===== src/rtl/core/lcs_pkg.sv =====
// ---------------------------------------------------------------------------
// lcs_pkg
// Shared types and constants for the longest common substring unit.
// ---------------------------------------------------------------------------
package lcs_pkg;

    // Field widths of a request and of a result.
    localparam int OPCODE_W  = 2;
    localparam int SYMBOL_W  = 8;
    localparam int LONGEST_W = 7;

    // Largest length the result port can carry; longer runs saturate.
    localparam logic [LONGEST_W-1:0] LONGEST_MAX = 7'd127;

    // Request opcodes as they arrive on the port.
    localparam logic [OPCODE_W-1:0] OP_APPEND = 2'd0;
    localparam logic [OPCODE_W-1:0] OP_TEXT   = 2'd1;
    localparam logic [OPCODE_W-1:0] OP_FINISH = 2'd2;
    // Opcode with no function; it is accepted and ignored.
    localparam logic [OPCODE_W-1:0] OP_UNUSED = 2'd3;

    // Decoded command kind carried through the queue.
    typedef enum logic [1:0] {
        KIND_APPEND = 2'd0,
        KIND_TEXT   = 2'd1,
        KIND_FINISH = 2'd2
    } t_kind;

    typedef struct packed {
        t_kind                kind;
        logic [SYMBOL_W-1:0]  symbol;
    } t_cmd;

    // Queue status seen by the front and the back.
    typedef struct packed {
        logic full;
        logic empty;
    } t_q_status;

endpackage


===== src/rtl/core/lcs_front.sv =====
// ---------------------------------------------------------------------------
// lcs_front
// Accepts requests, decodes the opcode and drops unused codes.
// ---------------------------------------------------------------------------
module lcs_front (
    input  logic                          start,
    input  lcs_pkg::t_q_status            i_q_status,
    input  logic [lcs_pkg::OPCODE_W-1:0]  i_opcode,
    input  logic [lcs_pkg::SYMBOL_W-1:0]  i_symbol,
    output logic                          o_push,
    output lcs_pkg::t_cmd                 o_cmd
);

    logic           known;
    lcs_pkg::t_kind kind;

    // Decode the opcode; the unused code is accepted but goes nowhere.
    always_comb begin
        known = 1'b1;
        kind  = lcs_pkg::KIND_APPEND;
        unique case (i_opcode)
            lcs_pkg::OP_APPEND: kind = lcs_pkg::KIND_APPEND;
            lcs_pkg::OP_TEXT:   kind = lcs_pkg::KIND_TEXT;
            lcs_pkg::OP_FINISH: kind = lcs_pkg::KIND_FINISH;
            default:            known = 1'b0;
        endcase
    end

    // A request with a known opcode is pushed whenever the queue has room.
    assign o_push        = start && !i_q_status.full && known;
    assign o_cmd.kind    = kind;
    assign o_cmd.symbol  = i_symbol;

endmodule


===== src/rtl/core/lcs_queue.sv =====
// ---------------------------------------------------------------------------
// lcs_queue
// Two-entry command queue between the front and the back.
// ---------------------------------------------------------------------------
module lcs_queue (
    input  logic               i_clk,
    input  logic               i_rst_n,
    input  logic               i_push,
    input  lcs_pkg::t_cmd      i_cmd,
    input  logic               i_pop,
    output lcs_pkg::t_cmd      o_cmd,
    output lcs_pkg::t_q_status o_status
);

    lcs_pkg::t_cmd r_entry [2];
    logic          r_head;
    logic          n_head;
    logic          r_tail;
    logic          n_tail;
    logic [1:0]    r_count;
    logic [1:0]    n_count;
    logic          do_push;
    logic          do_pop;

    assign o_status.full  = (r_count == 2'd2);
    assign o_status.empty = (r_count == 2'd0);
    assign do_push        = i_push && !o_status.full;
    assign do_pop         = i_pop && !o_status.empty;
    assign o_cmd          = r_entry[r_head];

    // Pointer and fill count updates.
    always_comb begin
        n_head  = do_pop  ? ~r_head : r_head;
        n_tail  = do_push ? ~r_tail : r_tail;
        n_count = r_count + {1'b0, do_push} - {1'b0, do_pop};
    end

    always_ff @(posedge i_clk) begin
        if (!i_rst_n) begin
            r_head  <= 1'b0;
            r_tail  <= 1'b0;
            r_count <= 2'd0;
        end else begin
            r_head  <= n_head;
            r_tail  <= n_tail;
            r_count <= n_count;
        end
    end

    // Entry storage needs no reset.
    always_ff @(posedge i_clk) begin
        if (do_push) begin
            r_entry[r_tail] <= i_cmd;
        end
    end

endmodule


===== src/rtl/core/lcs_back.sv =====
// ---------------------------------------------------------------------------
// lcs_back
// Row of match cells, one per reference position, plus the running maximum.
// ---------------------------------------------------------------------------
module lcs_back #(
    parameter int MAX_LEN = 64
) (
    input  logic                           i_clk,
    input  logic                           i_rst_n,
    input  logic                           i_exec,
    input  lcs_pkg::t_cmd                  i_cmd,
    output logic                           o_done,
    output logic [lcs_pkg::LONGEST_W-1:0]  o_longest,
    output logic                           o_truncated
);

    localparam int LW = $clog2(MAX_LEN + 1);
    localparam int CW = (LW > lcs_pkg::LONGEST_W) ? LW : lcs_pkg::LONGEST_W;

    logic [lcs_pkg::SYMBOL_W-1:0] r_ref [MAX_LEN];
    logic [LW-1:0]                r_run [MAX_LEN];
    logic [LW-1:0]                r_len;
    logic [LW-1:0]                r_best;
    logic                         r_over;
    logic                         r_done;
    logic [lcs_pkg::LONGEST_W-1:0] r_longest;
    logic                         r_truncated;

    logic                         is_append;
    logic                         is_text;
    logic                         is_finish;
    logic                         room;
    logic [MAX_LEN-1:0]           hit;
    logic [LW-1:0]                n_run [MAX_LEN];
    logic [CW-1:0]                best_ext;
    logic [lcs_pkg::LONGEST_W-1:0] best_sat;

    assign is_append = i_exec && (i_cmd.kind == lcs_pkg::KIND_APPEND);
    assign is_text   = i_exec && (i_cmd.kind == lcs_pkg::KIND_TEXT);
    assign is_finish = i_exec && (i_cmd.kind == lcs_pkg::KIND_FINISH);
    assign room      = (r_len < LW'(MAX_LEN));

    // Each cell extends the diagonal run on a match. A cell whose new run
    // passes the maximum must have had a diagonal equal to it, so the
    // maximum grows by at most one per text byte.
    for (genvar i = 0; i < MAX_LEN; i++) begin : g_cell
        logic          valid;
        logic          match;
        logic [LW-1:0] diag;

        assign valid = (LW'(i) < r_len);
        assign match = (r_ref[i] == i_cmd.symbol);
        if (i == 0) begin : g_first
            assign diag = '0;
        end else begin : g_rest
            assign diag = r_run[i-1];
        end
        assign n_run[i] = match ? (diag + LW'(1)) : '0;
        assign hit[i]   = valid && match && (diag == r_best);

        // Run counters reset to zero, clear on finish and clear when their cell takes a new reference byte.
        always_ff @(posedge i_clk) begin
            if (!i_rst_n) begin
                r_run[i] <= '0;
            end else if (is_finish) begin
                r_run[i] <= '0;
            end else if (is_append && room && (r_len == LW'(i))) begin
                r_run[i] <= '0;
            end else if (is_text && valid) begin
                r_run[i] <= n_run[i];
            end
        end

        // Reference byte held by this cell.
        always_ff @(posedge i_clk) begin
            if (is_append && room && (r_len == LW'(i))) begin
                r_ref[i] <= i_cmd.symbol;
            end
        end
    end

    // Saturate the maximum to the result width.
    assign best_ext = CW'(r_best);
    assign best_sat = (best_ext > CW'(lcs_pkg::LONGEST_MAX)) ?
                      lcs_pkg::LONGEST_MAX : best_ext[lcs_pkg::LONGEST_W-1:0];

    // Length, maximum and overflow flag.
    always_ff @(posedge i_clk) begin
        if (!i_rst_n) begin
            r_len  <= '0;
            r_best <= '0;
            r_over <= 1'b0;
        end else if (is_finish) begin
            r_len  <= '0;
            r_best <= '0;
            r_over <= 1'b0;
        end else if (is_append) begin
            if (room) begin
                r_len <= r_len + LW'(1);
            end else begin
                r_over <= 1'b1;
            end
        end else if (is_text && (|hit)) begin
            r_best <= r_best + LW'(1);
        end
    end

    // Result strobe.
    always_ff @(posedge i_clk) begin
        if (!i_rst_n) begin
            r_done <= 1'b0;
        end else begin
            r_done <= is_finish;
        end
    end

    // Result payload.
    always_ff @(posedge i_clk) begin
        if (is_finish) begin
            r_longest   <= best_sat;
            r_truncated <= r_over;
        end
    end

    assign o_done      = r_done;
    assign o_longest   = r_longest;
    assign o_truncated = r_truncated;

endmodule


===== src/rtl/core/longest_common_substring_unit.sv =====
// ---------------------------------------------------------------------------
// longest_common_substring_unit
// Length of the longest common substring of a reference and a text string.
// ---------------------------------------------------------------------------
// The unit takes one request per clock cycle: opcode 0 appends a reference
// byte, opcode 1 streams a text byte, opcode 2 emits the result and clears
// all state, opcode 3 is taken and ignored. A text byte updates every
// reference position at once in a row of MAX_LEN cells; a finish request
// passes through the command queue and the result register before its
// result shows on o_done. busy rises only when the two-entry
// command queue is full, which the back end never lets happen since it
// drains one command per cycle. Results are not held: the receiver must
// take o_longest and o_truncated in the cycle o_done is high.
module longest_common_substring_unit #(
    parameter int MAX_LEN = 64
) (
    input  logic                           i_clk,
    input  logic                           i_rst_n,
    input  logic                           start,
    output logic                           busy,
    input  logic [lcs_pkg::OPCODE_W-1:0]   i_opcode,
    input  logic [lcs_pkg::SYMBOL_W-1:0]   i_symbol,
    output logic                           o_done,
    output logic [lcs_pkg::LONGEST_W-1:0]  o_longest,
    output logic                           o_truncated
);

    lcs_pkg::t_q_status q_status;
    lcs_pkg::t_cmd      push_cmd;
    lcs_pkg::t_cmd      head_cmd;
    logic               push;
    logic               exec;

    assign busy = q_status.full;
    assign exec = !q_status.empty;

    // Request decode.
    lcs_front u_front (
        .start      (start),
        .i_q_status (q_status),
        .i_opcode   (i_opcode),
        .i_symbol   (i_symbol),
        .o_push     (push),
        .o_cmd      (push_cmd)
    );

    // Command queue.
    lcs_queue u_queue (
        .i_clk    (i_clk),
        .i_rst_n  (i_rst_n),
        .i_push   (push),
        .i_cmd    (push_cmd),
        .i_pop    (exec),
        .o_cmd    (head_cmd),
        .o_status (q_status)
    );

    // Cell row and result register.
    lcs_back #(
        .MAX_LEN (MAX_LEN)
    ) u_back (
        .i_clk       (i_clk),
        .i_rst_n     (i_rst_n),
        .i_exec      (exec),
        .i_cmd       (head_cmd),
        .o_done      (o_done),
        .o_longest   (o_longest),
        .o_truncated (o_truncated)
    );

`ifndef SYNTHESIS
    // A result follows only a finish command executed in the previous cycle.
    a_done_after_finish: assert property (@(posedge i_clk) disable iff (!i_rst_n)
        o_done |-> $past(exec && (head_cmd.kind == lcs_pkg::KIND_FINISH)))
        else $error("result without a finish command");

    // The queue status flags are never both set.
    a_queue_flags: assert property (@(posedge i_clk) disable iff (!i_rst_n)
        !(q_status.full && q_status.empty))
        else $error("queue full and empty at once");

    // A taken request with a known opcode is in the queue next cycle.
    a_request_queued: assert property (@(posedge i_clk) disable iff (!i_rst_n)
        (start && !busy && (i_opcode != lcs_pkg::OP_UNUSED)) |=> !q_status.empty)
        else $error("accepted request missing from queue");
`endif

endmodule

===== config.mk =====
export PLATFORM = sky130hd
export DESIGN_NAME = longest_common_substring_unit
export DESIGN_NICKNAME = d
export VERILOG_FILES = /design/src/rtl/core/lcs_pkg.sv /design/src/rtl/core/lcs_front.sv /design/src/rtl/core/lcs_queue.sv /design/src/rtl/core/lcs_back.sv /design/src/rtl/core/longest_common_substring_unit.sv
export SDC_FILE = /design/constraint.sdc
export NUM_CORES = 2
export LEC_CHECK = 0
export BUFFER_PORTS_ARGS = -buffer_cell sky130_fd_sc_hd__clkbuf_2
export CORE_MARGIN = 2
export CORE_UTILIZATION = 47
export CTS_CLUSTER_SIZE = 25
export DETAILED_ROUTE_END_ITERATION = 8
export GPL_ROUTABILITY_DRIVEN = 0
export HOLD_SLACK_MARGIN = 0.06
export PLACE_DENSITY_LB_ADDON = 0.25
export SLEW_MARGIN = 10
export SYNTH_ARGS = -nofsm -noshare
export SYNTH_HDL_FRONTEND = slang
export SYNTH_SLANG_ARGS = --single-unit

===== constraint.sdc =====
create_clock -name i_clk -period 3.5 [get_ports i_clk]
set_input_delay 0.35 -clock i_clk [delete_from_list [all_inputs] [get_ports i_clk]]
set_output_delay 0.35 -clock i_clk [all_outputs]
set_load 0.01 [all_outputs]

Yosys cells after proc, flatten, opt, wreduce, memory -nomap -nowiden:

Memories as Yosys holds them, arrays and structs flattened. A register that Yosys moved wholly into a read port is not among the register bits.
Index checks and enable logic that the tools add are counted.

* bits in writable memories: 980
* word-level logic and storage cells: 1972
* bits in registers: 28
* output and inout port bits: 10
* memories: 3

* reduce and logical (&&, ||, !) cells: 340
* $lt $le $gt $ge: 66
* $add $sub $neg: 67
* bitwise logic cells: 197
* equal/unequal tests: 195
* multiplexer cells: 1095

Memory list
* u_back.r_ref: depth 64, bits a word 8, rd ports 64, clocked after memory_dff 0, wr ports 1, RTL line lcs_back.sv:20 `logic [lcs_pkg::SYMBOL_W-1:0] r_ref [MAX_LEN];`
* u_back.r_run: depth 64, bits a word 7, rd ports 63, clocked after memory_dff 0, wr ports 64, RTL line lcs_back.sv:21 `logic [LW-1:0] r_run [MAX_LEN];`
* u_queue.r_entry: depth 2, bits a word 10, rd ports 1, clocked after memory_dff 1, wr ports 1, RTL line lcs_queue.sv:15 `lcs_pkg::t_cmd r_entry [2];`

Operator list (count)
* two-way mux 7 bit: 255
* two-way mux 1 bit: 713
* equality test 8 bit: 64
* two-way mux 8 bit: 63
* OR reduction 8 bit: 63
* adder 7 x 1 -> 7 bit (second input constant): 65
* equality test 7 bit: 63
* two-way mux 6 bit: 63
* logical AND 1 bit: 264
* equality test 7 x 6 -> 1 bit (second input constant): 32
* less-than comparator 6 x 7 -> 1 bit (first input constant): 32
* OR 1 bit: 192
* equality test 7 x 5 -> 1 bit (second input constant): 16
* less-than comparator 5 x 7 -> 1 bit (first input constant): 16
* OR reduction 64 bit: 1
* equality test 7 x 4 -> 1 bit (second input constant): 8
* less-than comparator 4 x 7 -> 1 bit (first input constant): 8
* equality test 7 x 3 -> 1 bit (second input constant): 4
* less-than comparator 3 x 7 -> 1 bit (first input constant): 4
* equality test 7 x 2 -> 1 bit (second input constant): 2
* logical NOT 7 bit: 2
* less-than comparator 1 x 7 -> 1 bit (first input constant): 2
* less-than comparator 2 x 7 -> 1 bit (first input constant): 2
* equality test 7 x 1 -> 1 bit (second input constant): 1
* 13 further kinds: 25

Depth between registers and ports, before layout:

* word-level depth: 71
* gate-level depth with buffers: 16

Cells and area by module:

Synthesis repeated with hierarchy kept, for this count alone.

* cell total of the unflattened synthesis: 4063
* area total of the unflattened synthesis: 49875.3 µm²

By module, submodules not included
* lcs_back: times used 1, seq. area each 28547.4 µm², area an instance 48823.1 µm², cells each 3992
* lcs_queue: times used 1, seq. area each 700.7 µm², area an instance 957.2 µm², cells each 58
* lcs_front: times used 1, seq. area each 0.0 µm², area an instance 91.3 µm², cells each 12
* longest_common_substring_unit: times used 1, seq. area each 0.0 µm², area an instance 3.8 µm², cells each 1

Worst setup path after synthesis:

No wires, ideal clock.

* path kind: register -> register
* start: register u_back.r_len[6]
* end: memory u_back.r_run[0][119] (netlist name), enable pin
* required time: 3179 ps
* stages on the path, launching flop included: 8
* path slack: 295 ps
* buffers on the path: 3
* setup time: 321 ps
* arrival: 2884 ps
* path through: dfxtp_1 -> clkbuf_1 -> clkbuf_1 -> clkbuf_1 -> nor3_1 -> nand3b_1 -> nor4_1 -> a211o_1

RTL lines
* from (decl): RTL line lcs_back.sv:22 `logic [LW-1:0] r_len;`
* from (signal assigned): RTL line lcs_back.sv:99 `r_len <= r_len + LW'(1);`
* to (decl): RTL line lcs_back.sv:21

==> results.toml <==
[global_routing]
grt-ovfl-total = 0
grt_pass1_vias = 33010
grt_use_total = 0.2686
antenna_found_initial = 1
grt_pass1_wl_mm = 216.9
grt_start_max_net_pins = 65

[cells_and_area]
fin_cells = 5932
post_route_cells_drive_above_1_share = 0.1564
area_growth_pct = 17.80
layout_commonest_cell = "edfxtp_1"
final_cell_mix = "edfxtp_1 (960), xnor2_1 (871), nor2_1 (537)"
fin_nets = 4531

[setup_path]
path_cells = "buf_12, mux2i_4, buf_12, buf_12, buf_12, xnor2_1, nor4_2, nand4_1, o2111ai_4, nor4_2, buf_4, nand3_2, o21ai_4, or4_4, a21oi_2"
end_kind = "flip-flop"
critical_path.max_stage_delay_ns = 0.51
path_delay_family = "simple AND/OR/NAND/NOR gates"
path_buf_inv = 5
crit_type = "flip-flop to flip-flop"
start_kind = "flip-flop"
crit_path_top_delay_cell = "or4_4"
critPathMaxFanout = 9
crit_arrival_ns = 4.12
critical_path_required_ns = 4.13
cp_common_cell = "buf_12"

[routing]
route.detailed.drc = 0
wl_per_cell_um = 24.93
ant_nets = 0
num_vias = 34000
firstDrtPassIters = 6
wirelength_mm = 147.9
drtIter0Drc = 3732
vias_per_cell = 5.732

[floorplan]
fp.dieW_um = 331.0
die_h_um = 331.0
num_io_pins = 23
rows = 119
start_util = 0.4754
die_area_um2 = 109600
coreArea_um2 = 105700

[synth]
yosys.area_share.adder = 0.01668
synth_compound_area_frac = 0.02044
syn_nets = 4154
synthCells = 4074
ys.flop_type = "edfxtp_1"
synth_top_family_by_area = "XOR/XNOR gates"
async_flop_share = 0
synthSimpleGateAreaFrac = 0.1362
synth_mux_area_frac = 0.003062
synth-xor-area-share = 0.2135
synth_enable_flop_cells = 960
synth_cell_types = 61
avgSynthCellArea_um2 = 12.34
yosys_warnings = 0
ys_ff_latch = 981
yosysSeqAreaShare = 0.5820
synth_area_um2 = 50260

[sta]
hold_violations = 0
clock_skew_ns = 0.03014
period_share = 0.9977
setup_tns_ns = 0
finalHoldWorstSlack_ns = 0.4239
finalSetupViolations = 0
drv_slew = 0
layout_setup_ws_ns = 0.008007
worst_pin_slew_ns = 1.061
fin_crit_ns = 3.492
fmax_mhz = 286.4
slew-limit-headroom = 0.2918

[placement]
hpwlAfterDp_mm = 101.2
place_inst = 5666
dpl_worst_slack_ns = -0.5929
io_buffers = 22

[cts]
clock_path_buffers = 3
htreeDepth = 3
clock-root-buffer = "clkbuf_16"
cts_tree = "yes"
clk_latency_ns = 0.70
cts.clk_slew.worst_paths_ns = 0.06
cts_buffers = 106
cts_sinks = 981

[worst_hold_path]
hold_path_class = "input pin to flip-flop"

[power]
p_clk_frac = 0.415
p_int_mw = 21.15
p_seq_frac = 0.490
p_sw_frac = 0.2370
power_per_cell_area_nw_per_um2 = 468.2
ir_worst_vdd_v = 0.0004105
p_sw_mw = 6.568
power_frac_comb = 0.095
p_leak_nw = 20.28
p_total_mw = 27.72

[job]
max_cap_viol_count = 0

[status]
status = "finished clean"
[kinds of logic (layout without fill, tap and decap cells)]
logic type / Yosys count / in the layout
other: 0 / 1
flip-flops: 981 / 981
buffers and inverters: 265 / 731
XOR/XNOR: 1224 / 1224
AO/OA/AOI/OAI: 153 / 153
AND/OR/NAND/NOR: 1374 / 1374
adder cells (fa/ha/maj): 67 / 67
multiplexers: 10 / 10
[routing by layer]
layer | part of all wire | up-vias | GRT usage
met5 | 0.000081 | - | 0
met4 | 0.041 | 2 | 0.1017
met3 | 0.082 | 320 | 0.04503
met2 | 0.46 | 1471 | 0.4271
met1 | 0.42 | 16960 | 0.3704
li1 | - | 15250 | -
[final timing paths]
path / from / to / slack (ns) / cells past startpoint
worst max-delay path: flip-flop / u_back.best_ext[6] / 0.008 / 15
worst min-delay path: i_symbol[7] / u_queue.r_entry[1][7] / 0.42 / 2
worst max register to register: flip-flop / u_back.best_ext[6] / 0.008 / 15
worst min register to register: u_queue.r_head / u_queue.r_head / 0.53 / 2
[what timing repair did]
item | 4_1_cts | 5_1_grt
cloned | 6 | 1
endpoints found under the setup margin | 7 | 7
hold buffers | 13 | 0
buffers inserted | 40 | 10
hold endpoints to repair | 22 | 0
gates resized for setup | 43 | 34
pin swaps | 13 | 20
[power groups by stage]
stage / clock network, mW / logic (mW) / registers [mW]
2_1_floorplan: 0 / 1.55 / 13.7
3_3_place_gp: 0 / 2.35 / 13.8
3_5_place_dp: 0 / 2.36 / 13.8
4_1_cts: 11.6 / 2.59 / 13.6
5_1_grt: 12.0 / 2.80 / 13.6
6_report: 11.5 / 2.64 / 13.6
[metrics by stage]
stage	cell area, um^2	util
2_1_floorplan	50260	-
3_3_place_gp	54500	0.5156
3_5_place_dp	54500	0.5156
4_1_cts	58940	0.5576
5_1_grt	59200	0.5600
6_report	59200	0.5600
[sequential cells by signal, summed over array words and instances (netlist names), named ones only]
signal	flops
u_back.best_ext	7
u_back.r_len	7
u_back.r_run	420
u_back.o_done	1
u_queue.r_head	1
u_back.o_longest	7
u_queue.r_count	2
u_back.r_over	1
u_back.o_truncated	1
u_queue.r_entry	20
u_queue.r_tail	1
u_back.r_ref	512
[Yosys cell counts (5+ instances only)]
library cell	count	area [um^2]
edfxtp_1	960	28830
o22ai_1	5	31.28
o221ai_1	14	122.6
buf_2	28	140.1
nor4_1	169	1057
buf_6	27	304.0
clkbuf_1	79	296.5
a21oi_1	41	205.2
nor3_1	67	335.3
or4_1	7	52.55
xnor2_1	871	7629
buf_1	30	112.6
buf_4	20	150.1
nand4b_1	14	122.6
xor2_1	352	3083
nand4_1	134	838.3
nor2_1	539	2023
or2_2	20	125.1
nand2b_1	5	31.28
nand2_1	99	371.6
o2111ai_1	9	78.83
dfxtp_1	21	420.4
and2_1	14	87.58
a211o_1	16	140.1
a21o_1	6	45.04
or3_1	35	219.0
nand3_1	166	830.8
inv_1	73	274.0
mux2i_1	5	50.05
nor4_2	7	87.58
nand3b_1	9	67.56
and3_1	79	494.2
o21ai_0	29	145.1
ha_1	67	838.3
nor2b_1	5	31.28
[area by class of cell]
type	instances	area (um^2)
repair buffers	461	4415
inverters	73	274.0
clock inverters	70	760.7
clock buffers	127	2774
well taps	1391	1740
diodes	1	2.502
fillers	8679	46510
multi-input cells	2828	19950
flip-flops and latches	981	29280
Note: power is estimated with default switching activity, not from simulation.
